$ cat src/rtl/tgdt_pkg.sv
// Shared types, constants and tables of the gesture direction tracker.
package tgdt_pkg;

  localparam int MAX_FINGERS = 4;
  localparam int MAX_MOVES   = 16;
  localparam int ZONES       = 8;

  localparam logic [3:0] NO_ZONE     = 4'd15;
  localparam logic [3:0] MOVE_PINCH  = 4'd8;
  localparam logic [3:0] MOVE_EXPAND = 4'd9;

  localparam logic [2:0] REG_TOL    = 3'd0;
  localparam logic [2:0] REG_MINIT  = 3'd1;
  localparam logic [2:0] REG_FACTOR = 3'd2;
  localparam logic [2:0] REG_MDIST  = 3'd3;
  localparam logic [2:0] REG_ARC    = 3'd4;

  localparam logic [25:0] DEG90  = 26'd5898240;
  localparam logic [25:0] DEG180 = 26'd11796480;
  localparam logic [25:0] DEG360 = 26'd23592960;
  localparam logic [25:0] DEG45  = 26'd2949120;
  localparam logic [25:0] DEG135 = 26'd8847360;
  localparam logic [25:0] DEG225 = 26'd14745600;
  localparam logic [25:0] DEG315 = 26'd20643840;

  localparam logic [4:0] CORDIC_LAST = 5'd15;
  localparam logic [4:0] SQRT_LAST   = 5'd23;
  localparam logic [4:0] DIV_LAST    = 5'd24;

  typedef enum logic [4:0] {
    OP_NOP, OP_LOAD, OP_CLEAR, OP_SKIP_INIT, OP_SKIP_MUL, OP_SKIP_INC,
    OP_TV_DIFF, OP_SQ, OP_SUM, OP_TV_M1, OP_TV_M2, OP_TV_CMP,
    OP_ZN_DIFF, OP_CD_INIT, OP_CD_ITER, OP_CD_FIN, OP_ZN_SET,
    OP_COMMIT, OP_SP_INIT, OP_SP_DIFF, OP_SQ_INIT, OP_SQ_ITER, OP_SP_ACC,
    OP_DIV_INIT, OP_DIV_ITER, OP_PX_M, OP_DECIDE, OP_EMIT
  } dp_op_t;

  typedef enum logic [4:0] {
    S_IDLE, S_START, S_SKMUL, S_SKTEST, S_TV_DIFF, S_TV_SQ, S_TV_SUM,
    S_TV_M1, S_TV_M2, S_TV_CMP, S_TV_END, S_ZN_DIFF, S_CD_INIT, S_CD_ITER,
    S_CD_FIN, S_ZN_SET, S_COMMIT, S_SP_INIT, S_SP_DIFF, S_SP_SQ, S_SP_SUM,
    S_SQ_INIT, S_SQ_ITER, S_SP_ACC, S_DIV_INIT, S_DIV_ITER, S_PX_M,
    S_DECIDE, S_EMIT
  } state_t;

  typedef struct packed {
    dp_op_t     op;
    logic [1:0] fi;
    logic [4:0] step;
  } dp_cmd_t;

  typedef struct packed {
    logic       clear;
    logic [2:0] c;
    logic [2:0] h;
    logic [2:0] m;
    logic       skip_hold;
    logic       moved;
    logic       out_free;
  } dp_status_t;

  // atan(2^-i) in 1/65536 degree
  function automatic logic [21:0] atan_step(input logic [3:0] i);
    logic [21:0] v;
    unique case (i)
      4'd0:  v = 22'd2949120;
      4'd1:  v = 22'd1740967;
      4'd2:  v = 22'd919879;
      4'd3:  v = 22'd466945;
      4'd4:  v = 22'd234379;
      4'd5:  v = 22'd117304;
      4'd6:  v = 22'd58666;
      4'd7:  v = 22'd29333;
      4'd8:  v = 22'd14668;
      4'd9:  v = 22'd7334;
      4'd10: v = 22'd3667;
      4'd11: v = 22'd1833;
      4'd12: v = 22'd917;
      4'd13: v = 22'd458;
      4'd14: v = 22'd229;
      default: v = 22'd115;
    endcase
    return v;
  endfunction

endpackage

$ cat src/rtl/tgdt_ctrl.sv
// Sequencer that walks one request through the datapath steps.
module tgdt_ctrl (
  input  logic                 clk,
  input  logic                 rst_n,
  input  logic                 in_tvalid,
  output logic                 in_tready,
  input  tgdt_pkg::dp_status_t status,
  output tgdt_pkg::dp_cmd_t    cmd
);
  tgdt_pkg::state_t state_r, state_nxt;
  logic [1:0] fi_r, fi_nxt;
  logic [4:0] step_r, step_nxt;

  always_ff @(posedge clk) begin
    if (!rst_n) begin
      state_r <= tgdt_pkg::S_IDLE;
      fi_r <= 2'd0;
      step_r <= 5'd0;
    end else begin
      state_r <= state_nxt;
      fi_r <= fi_nxt;
      step_r <= step_nxt;
    end
  end

  always_comb begin
    state_nxt = state_r;
    fi_nxt = fi_r;
    step_nxt = step_r;
    cmd.op = tgdt_pkg::OP_NOP;
    cmd.fi = fi_r;
    cmd.step = step_r;
    in_tready = 1'b0;
    unique case (state_r)
      tgdt_pkg::S_IDLE: begin
        in_tready = 1'b1;
        if (in_tvalid) begin
          cmd.op = tgdt_pkg::OP_LOAD;
          state_nxt = tgdt_pkg::S_START;
        end
      end
      tgdt_pkg::S_START: begin
        step_nxt = 5'd0;
        if (status.clear) begin
          cmd.op = tgdt_pkg::OP_CLEAR;
          state_nxt = tgdt_pkg::S_EMIT;
        end else begin
          cmd.op = tgdt_pkg::OP_SKIP_INIT;
          state_nxt = tgdt_pkg::S_SKMUL;
        end
      end
      tgdt_pkg::S_SKMUL: begin
        cmd.op = tgdt_pkg::OP_SKIP_MUL;
        step_nxt = step_r + 5'd1;
        if (step_r == {2'd0, status.h}) state_nxt = tgdt_pkg::S_SKTEST;
      end
      tgdt_pkg::S_SKTEST: begin
        fi_nxt = 2'd0;
        if (status.skip_hold) begin
          cmd.op = tgdt_pkg::OP_SKIP_INC;
          state_nxt = tgdt_pkg::S_EMIT;
        end else if (status.h == 3'd0) state_nxt = tgdt_pkg::S_COMMIT;
        else if (status.m == 3'd0) state_nxt = tgdt_pkg::S_EMIT;
        else state_nxt = tgdt_pkg::S_TV_DIFF;
      end
      tgdt_pkg::S_TV_DIFF: begin
        cmd.op = tgdt_pkg::OP_TV_DIFF;
        state_nxt = tgdt_pkg::S_TV_SQ;
      end
      tgdt_pkg::S_TV_SQ: begin
        cmd.op = tgdt_pkg::OP_SQ;
        state_nxt = tgdt_pkg::S_TV_SUM;
      end
      tgdt_pkg::S_TV_SUM: begin
        cmd.op = tgdt_pkg::OP_SUM;
        state_nxt = tgdt_pkg::S_TV_M1;
      end
      tgdt_pkg::S_TV_M1: begin
        cmd.op = tgdt_pkg::OP_TV_M1;
        state_nxt = tgdt_pkg::S_TV_M2;
      end
      tgdt_pkg::S_TV_M2: begin
        cmd.op = tgdt_pkg::OP_TV_M2;
        state_nxt = tgdt_pkg::S_TV_CMP;
      end
      tgdt_pkg::S_TV_CMP: begin
        cmd.op = tgdt_pkg::OP_TV_CMP;
        if ({1'b0, fi_r} == status.m - 3'd1) begin
          fi_nxt = 2'd0;
          state_nxt = tgdt_pkg::S_TV_END;
        end else begin
          fi_nxt = fi_r + 2'd1;
          state_nxt = tgdt_pkg::S_TV_DIFF;
        end
      end
      tgdt_pkg::S_TV_END:
        state_nxt = status.moved ? tgdt_pkg::S_ZN_DIFF : tgdt_pkg::S_EMIT;
      tgdt_pkg::S_ZN_DIFF: begin
        cmd.op = tgdt_pkg::OP_ZN_DIFF;
        state_nxt = tgdt_pkg::S_CD_INIT;
      end
      tgdt_pkg::S_CD_INIT: begin
        cmd.op = tgdt_pkg::OP_CD_INIT;
        step_nxt = 5'd0;
        state_nxt = tgdt_pkg::S_CD_ITER;
      end
      tgdt_pkg::S_CD_ITER: begin
        cmd.op = tgdt_pkg::OP_CD_ITER;
        step_nxt = step_r + 5'd1;
        if (step_r == tgdt_pkg::CORDIC_LAST) state_nxt = tgdt_pkg::S_CD_FIN;
      end
      tgdt_pkg::S_CD_FIN: begin
        cmd.op = tgdt_pkg::OP_CD_FIN;
        state_nxt = tgdt_pkg::S_ZN_SET;
      end
      tgdt_pkg::S_ZN_SET: begin
        cmd.op = tgdt_pkg::OP_ZN_SET;
        if ({1'b0, fi_r} == status.m - 3'd1) state_nxt = tgdt_pkg::S_COMMIT;
        else begin
          fi_nxt = fi_r + 2'd1;
          state_nxt = tgdt_pkg::S_ZN_DIFF;
        end
      end
      tgdt_pkg::S_COMMIT: begin
        cmd.op = tgdt_pkg::OP_COMMIT;
        state_nxt = (status.c >= 3'd2) ? tgdt_pkg::S_SP_INIT : tgdt_pkg::S_DECIDE;
      end
      tgdt_pkg::S_SP_INIT: begin
        cmd.op = tgdt_pkg::OP_SP_INIT;
        fi_nxt = 2'd0;
        state_nxt = tgdt_pkg::S_SP_DIFF;
      end
      tgdt_pkg::S_SP_DIFF: begin
        cmd.op = tgdt_pkg::OP_SP_DIFF;
        state_nxt = tgdt_pkg::S_SP_SQ;
      end
      tgdt_pkg::S_SP_SQ: begin
        cmd.op = tgdt_pkg::OP_SQ;
        state_nxt = tgdt_pkg::S_SP_SUM;
      end
      tgdt_pkg::S_SP_SUM: begin
        cmd.op = tgdt_pkg::OP_SUM;
        state_nxt = tgdt_pkg::S_SQ_INIT;
      end
      tgdt_pkg::S_SQ_INIT: begin
        cmd.op = tgdt_pkg::OP_SQ_INIT;
        step_nxt = 5'd0;
        state_nxt = tgdt_pkg::S_SQ_ITER;
      end
      tgdt_pkg::S_SQ_ITER: begin
        cmd.op = tgdt_pkg::OP_SQ_ITER;
        step_nxt = step_r + 5'd1;
        if (step_r == tgdt_pkg::SQRT_LAST) state_nxt = tgdt_pkg::S_SP_ACC;
      end
      tgdt_pkg::S_SP_ACC: begin
        cmd.op = tgdt_pkg::OP_SP_ACC;
        if ({1'b0, fi_r} == status.c - 3'd2) state_nxt = tgdt_pkg::S_DIV_INIT;
        else begin
          fi_nxt = fi_r + 2'd1;
          state_nxt = tgdt_pkg::S_SP_DIFF;
        end
      end
      tgdt_pkg::S_DIV_INIT: begin
        cmd.op = tgdt_pkg::OP_DIV_INIT;
        step_nxt = 5'd0;
        state_nxt = tgdt_pkg::S_DIV_ITER;
      end
      tgdt_pkg::S_DIV_ITER: begin
        cmd.op = tgdt_pkg::OP_DIV_ITER;
        step_nxt = step_r + 5'd1;
        if (step_r == tgdt_pkg::DIV_LAST) state_nxt = tgdt_pkg::S_PX_M;
      end
      tgdt_pkg::S_PX_M: begin
        cmd.op = tgdt_pkg::OP_PX_M;
        state_nxt = tgdt_pkg::S_DECIDE;
      end
      tgdt_pkg::S_DECIDE: begin
        cmd.op = tgdt_pkg::OP_DECIDE;
        state_nxt = tgdt_pkg::S_EMIT;
      end
      tgdt_pkg::S_EMIT: begin
        if (status.out_free) begin
          cmd.op = tgdt_pkg::OP_EMIT;
          state_nxt = tgdt_pkg::S_IDLE;
        end
      end
      default: state_nxt = tgdt_pkg::S_IDLE;
    endcase
  end
endmodule

$ cat config.mk
export PLATFORM = sky130hd
export DESIGN_NAME = tgdt_ctrl
export DESIGN_NICKNAME = d
export VERILOG_FILES = /design/src/rtl/tgdt_pkg.sv /design/src/rtl/tgdt_ctrl.sv
export SDC_FILE = /design/constraint.sdc
export NUM_CORES = 1
export LEC_CHECK = 0
export BUFFER_PORTS_ARGS = -buffer_cell sky130_fd_sc_hd__buf_2
export CAP_MARGIN = 15
export CORE_MARGIN = 5
export CORE_UTILIZATION = 40
export CTS_CLUSTER_SIZE = 10
export DETAILED_ROUTE_END_ITERATION = 7
export SLEW_MARGIN = 20
export SYNTH_ARGS = -nofsm -noshare
export SYNTH_HDL_FRONTEND = slang
export SYNTH_SLANG_ARGS = --single-unit
export TNS_END_PERCENT = 50
$ cat constraint.sdc
create_clock -name clk -period 1.9 [get_ports clk]
set_clock_uncertainty 0.2 [all_clocks]
set_input_delay 0.19 -clock clk [delete_from_list [all_inputs] [get_ports clk]]
set_output_delay 0.19 -clock clk [all_outputs]
set_load 0.01 [all_outputs]
Word level (Yosys, flattened, before mapping)
Cells that the tools add are included.
{ "op_classes": {"n_addsub": 4, "n_lt_le_gt_ge": 1, "n_eq_ne": 42, "n_mux": 27, "reduce_logical": 12} }
{ "op_table": {"columns": ["cell", "count"], "rows": [
  ["5-bit one-hot mux with 29 select lines", 1],
  ["5-bit one-hot mux with 26 select lines", 1],
  ["5-bit == test (second input constant)", 15],
  ["5-bit two-way mux", 13],
  ["5-bit by 4-bit == test with 1-bit output (second input constant)", 9],
  ["5-bit by 3-bit == test with 1-bit output (second input constant)", 4],
  ["2-bit inequality test (second input constant)", 8],
  ["4-bit two-way mux", 3],
  ["5-bit by 2-bit == test with 1-bit output (second input constant)", 2],
  ["5-bit one-hot mux with 2 select lines", 1],
  ["2-bit one-hot mux with 4 select lines", 1],
  ["4-bit OR reduction", 2],
  ["2-bit by 3-bit == test with 1-bit output", 2],
  ["3-bit logical NOT", 2],
  ["2-bit two-way mux", 3],
  ["6-bit AND reduction", 1],
  ["2-bit OR reduction", 3],
  ["5-bit by 1-bit adder with 5-bit output (second input constant)", 1],
  ["5-bit by 1-bit == test with 1-bit output (second input constant)", 1],
  ["5-bit by 3-bit == test with 1-bit output", 1],
  ["5-bit logical NOT", 1],
  ["4-bit nonzero test", 1],
  ["3-bit by 2-bit >= comparator with 1-bit output (second input constant)", 1],
  ["1-bit two-way mux", 3],
  ["other kinds (6)", 6]
]} }
{ "word_totals": {"ff_bits": 12, "input_bits": 16, "output_inout_bits": 13, "elab_cells": 89} }

Longest topological paths before layout
{ "logic_depth": {"word_depth": 5, "mapped_depth": 8, "ltp_nobuf": 8} }

Worst setup path before layout
OpenSTA, ideal clock, no wires.
{ "synth_path": {"path_kind": "reg-to-reg", "startpoint": "reg step_r[0]", "endpoint": "reg state_r[0]", "setup_ns": 0.120, "arrival_ns": 1.746, "t_required_ns": 1.580, "slack_ns": -0.167, "stages_incl_launch_ff": 9, "n_path_buf": 0, "synth_period_minus_slack_ns": 2.067, "path_cell_list": "dfxtp_1 -> ha_1 -> and3_1 -> ha_1 -> nor2_1 -> a21oi_1 -> o311ai_4 -> mux2i_1 -> nor2_1"} }
{ "synth_via": {"elab_chain_len": 3, "word_cells_on_any_way": 9, "cone_classes": "eq/ne (8); reduce/logical (1)"} }
{ "synth_rtl": {"columns": ["element", "line_no", "text"], "rows": [
  ["start: declaration", "tgdt_ctrl.sv:12", "logic [4:0] step_r, step_nxt;"],
  ["start signal: assignment", "tgdt_ctrl.sv:22", "step_r <= step_nxt;"],
  ["5-bit == test, or another cell as far along", "tgdt_ctrl.sv:171", "if (step_r == tgdt_pkg::DIV_LAST) state_nxt = tgdt_pkg::S_PX_M;"],
  ["2-bit inequality test (no source line)", null, null],
  ["6-bit AND reduction (no source line) *", null, null],
  ["end signal: assignment", "tgdt_ctrl.sv:16", "state_r <= tgdt_pkg::S_IDLE;"],
  ["end signal: assignment", "tgdt_ctrl.sv:20", "state_r <= state_nxt;"],
  ["end: declaration", "tgdt_ctrl.sv:10", "tgdt_pkg::state_t state_r, state_nxt;"]
]} }
Mark *: on every way between the ends. The rest lies on a longest branch, timed or not.
A chain may end at the register's enable or synchronous reset.

Worst setup path after layout
{ "layout_path": {"startpoint": "reg state_r[2]", "endpoint": "reg state_r[1]"} }
{ "layout_via": {"elab_chain_len": 3, "word_cells_on_any_way": 37, "cone_classes": "eq/ne (34); mux (1); reduce/logical (2)"} }
{ "layout_rtl": {"columns": ["element", "line_no", "text"], "rows": [
  ["5-bit == test, or another cell as far along", "tgdt_ctrl.sv:34", "unique case (state_r)"],
  ["2-bit inequality test (no source line)", null, null],
  ["6-bit AND reduction (no source line)", null, null]
]} }
Parallel ways exist; a longest one is shown, timed or not.

==> results.sh <==
export IMPL_final_cell_mix="61 x buf_4, 28 x buf_2, 16 x nor2_1, 16 x a21oi_1, 12 x nand2_1"
export IMPL_clockBufferDepth=2
export IMPL_syn_instance_count=232
export IMPL_wire_per_inst_um=18.33
export IMPL_period_share=1.097
export IMPL_syn_area_um2=1695
export IMPL_top_layer="met4"
export IMPL_ys_warn_count=0
export IMPL_clock_sinks=12
export IMPL_violations="negative setup slack"
export IMPL_wl_met2_mm=3.574
export IMPL_die_h_um=75.11
export IMPL_io_pins=29
export IMPL_wl_met3_um=249
export IMPL_maxCapViolCount=0
export IMPL_drive_gt1_frac=0.5274
export IMPL_power_density_nw_per_um2=1381
export IMPL_drc=0
export IMPL_r2r_setup_slack_ns=-0.18
export IMPL_holdPathEnd="fi_r[0]"
export IMPL_final_nets=351
export IMPL_synth_compound_area_frac=0.3321
export IMPL_p_leak_nw=1.213
export IMPL_grt_usage=0.2373
export IMPL_min_path_cells=3
export IMPL_num_rows=23
export IMPL_finalSetupViolCount=11
export IMPL_tns_ns=-1.216
export IMPL_ys_types=56
export IMPL_switchingPower_w=0.001870
export IMPL_yosys_area_share_xor_xnor=0.05092
export IMPL_worstMarginPinSlew_ns=0.3988
export IMPL_rsz0062_at_grt="true"
export IMPL_drtIter0Drc=220
export IMPL_cpPeakStageDelay_ns=0.36
export IMPL_syn_avg_cell_area_um2=7.308
export IMPL_synth_top_family_by_area="compound AO/OA/AOI/OAI gates"
export IMPL_start_kind="register"
export IMPL_rr_startpoint="state_r[2]"
export IMPL_setup_slack_ns=-0.1846
export IMPL_final_common_cell="buf_4"
export IMPL_gp_congestion=0.9102
export IMPL_m1WireLength_mm=2.985
export IMPL_power_frac_clock=0.060
export IMPL_max_freq_mhz=479.7
export IMPL_post_dp_hpwl_mm=4.252
export IMPL_synthMuxAreaShare=0.01771
export IMPL_cpMaxStageDelayCell="dfxtp_4"
export IMPL_status="finished with violations"
export IMPL_die_area_um2=5641
export IMPL_p_total_w=0.004050
export IMPL_cts_htree_levels=1
export IMPL_fin_crit_ns=2.085
export IMPL_syn_to_final_growth_pct=72.92
export IMPL_grt_pass1_vias=2172
export IMPL_synthAdderAreaFrac=0.04428
export IMPL_synth_edf_count=0
export IMPL_path_clk_slew_ns=0.06
export IMPL_routed_wirelength_mm=6.929
export IMPL_fill_cells=291
export IMPL_cp_max_fo=4
export IMPL_crit_chain="bufbuf_16 > and3b_1 > a32o_2 > a32oi_2 > o311ai_4 > buf_6 > o31ai_4"
export IMPL_peakVddDrop_v=0.0007905
export IMPL_gr_total_overflow=0
export IMPL_pwr_share_comb=0.842
export IMPL_ant_nets=0
export IMPL_synth_async_reset_ratio=0
export IMPL_cts_tree="done"
export IMPL_grt_pass1_wl_mm=10.42
export IMPL_ff2ff_path_depth=7
export IMPL_num_antenna_cells=0
export IMPL_p_seq_frac=0.097
export IMPL_clockRootBuffer="clkbuf_8"
export IMPL_hold_buffers=0
export IMPL_start_util=0.4178
export IMPL_synth_nets=254
export IMPL_maxSlewViolCount=0
export IMPL_dr_pass1_iters=5
export IMPL_ys_seq_elements=12
export IMPL_path_buf_inv=2
export IMPL_vias=2270
export IMPL_cp_data_arrival_time_ns=2.03
export IMPL_worstSkewPairLatency_ns=0.24
export IMPL_core_um2=4058
export IMPL_cts_buffers_inserted=3
export IMPL_synth_simple_area_share=0.3173
export IMPL_min_from="rst_n"
export IMPL_routed_via_density=6.005
export IMPL_timing_rr_end="state_r[1]"
export IMPL_ys_seq_area_frac=0.1417
export IMPL_swShare=0.4617
export IMPL_ys_flop_type="dfxtp_1"
export IMPL_endpoint_kind="register"
export IMPL_slew_headroom=0.7313
export IMPL_hp_class="in -> reg"
export IMPL_finalHoldViolCount=0
export IMPL_worstPathRequired_ns=1.85
export IMPL_grt_max_degree=17
export IMPL_crit_family="compound AO/OA/AOI/OAI gates"
export IMPL_critPathKind="reg -> reg"
export IMPL_place_ws_ns=-0.1981
export IMPL_p_int_w=0.002180
export IMPL_portBuffers=28
export IMPL_antenna_found_initial=0
export IMPL_fp_dieW_um=75.11
==> metal layers <==
layer,vias up,track usage
met5,-,0
li1,1066,-
met1,1112,0.2915
met3,18,0.02804
met4,0,0.06917
met2,74,0.4304
==> final cells by class <==
| type | instances | area, um2 | share of cell area |
|---|---|---|---|
| Timing Repair Buffer | 110 | 927.1 | 0.3163 |
| Sequential cell | 12 | 262.8 | 0.08963 |
| Multi-Input combinational cell | 191 | 1585 | 0.5408 |
| Tap cell | 50 | 62.56 | 0.02134 |
| Clock buffer | 3 | 41.29 | 0.01408 |
| Clock inverter | 1 | 3.754 | 0.001280 |
| Inverter | 11 | 48.80 | 0.01665 |
==> stage by stage <==
stage            util  cell area (um2)  std cells  hold WS, ns
6_report       0.7225             2932        378      0.07920
5_1_grt        0.7225             2932        378      0.09805
4_1_cts        0.6778             2750        375      0.07695
3_5_place_dp   0.5739             2328        353       0.2833
3_3_place_gp   0.5739             2328        353       0.2818
2_1_floorplan       -             1739        232       0.1307
==> registers in the layout, summed over array words and instances, names as in the netlist <==
| register | flops |
|---|---|
| step_r | 5 |
| state_r | 5 |
| fi_r | 2 |
==> what timing repair did <==
action                                 4_1_cts  5_1_grt
resized for setup                           55       37
cloned                                       2        0
pin swaps                                   18       17
setup endpoints to repair                   18       18
buffers inserted                            18        4
endpoints found under the hold margin        0        0
==> power groups by stage <==
stage	Sequential [W]	Combinational [W]	Clock [W]
global placement	0.000393	0.00230	0
floorplan	0.000374	0.00140	0
detailed placement	0.000393	0.00232	0
finish	0.000394	0.00341	0.000244
CTS	0.000382	0.00299	0.000247
global route	0.000399	0.00361	0.000262
==> cells in the mapped netlist (5+ instances only) <==
cell type | count | share of area
a21oi_1 | 21 | 0.062
nor2_1 | 21 | 0.046
o21ai_0 | 15 | 0.044
dfxtp_1 | 12 | 0.14
nand2_1 | 12 | 0.027
nand3_1 | 11 | 0.032
nor3_1 | 10 | 0.030
inv_1 | 9 | 0.020
nand2b_1 | 8 | 0.030
buf_2 | 7 | 0.021
nor2b_1 | 7 | 0.026
ha_1 | 6 | 0.044
a32oi_1 | 5 | 0.026
o31ai_1 | 5 | 0.022
xnor2_1 | 5 | 0.026
==> kinds of logic (layout without fill, tap and decap cells) <==
logic type | count (synthesis) | count (layout)
mux | 3 | 3
simple gates | 96 | 96
xor+xnor | 9 | 9
flops | 12 | 12
fa+ha+maj | 6 | 6
compound gates | 77 | 77
buf+inv | 29 | 125
==> worst min-delay path: cells and delay by family <==
kind,cells,cell delay (ns)
buf+inv,1,0.15
simple gates,1,0.07
compound gates,1,0.06
==> worst max-delay path by stage <==
stage	from	end	cells past startpoint
CTS	step_r[0]	state_r[0]	9
detailed placement	state_r[0]	step_r[3]	7
finish	state_r[2]	state_r[1]	7
global placement	step_r[1]	state_r[3]	8
global route	step_r[0]	state_r[0]	9
floorplan	step_r[0]	state_r[0]	8
No activity file was read; power rests on OpenSTA's default activity.
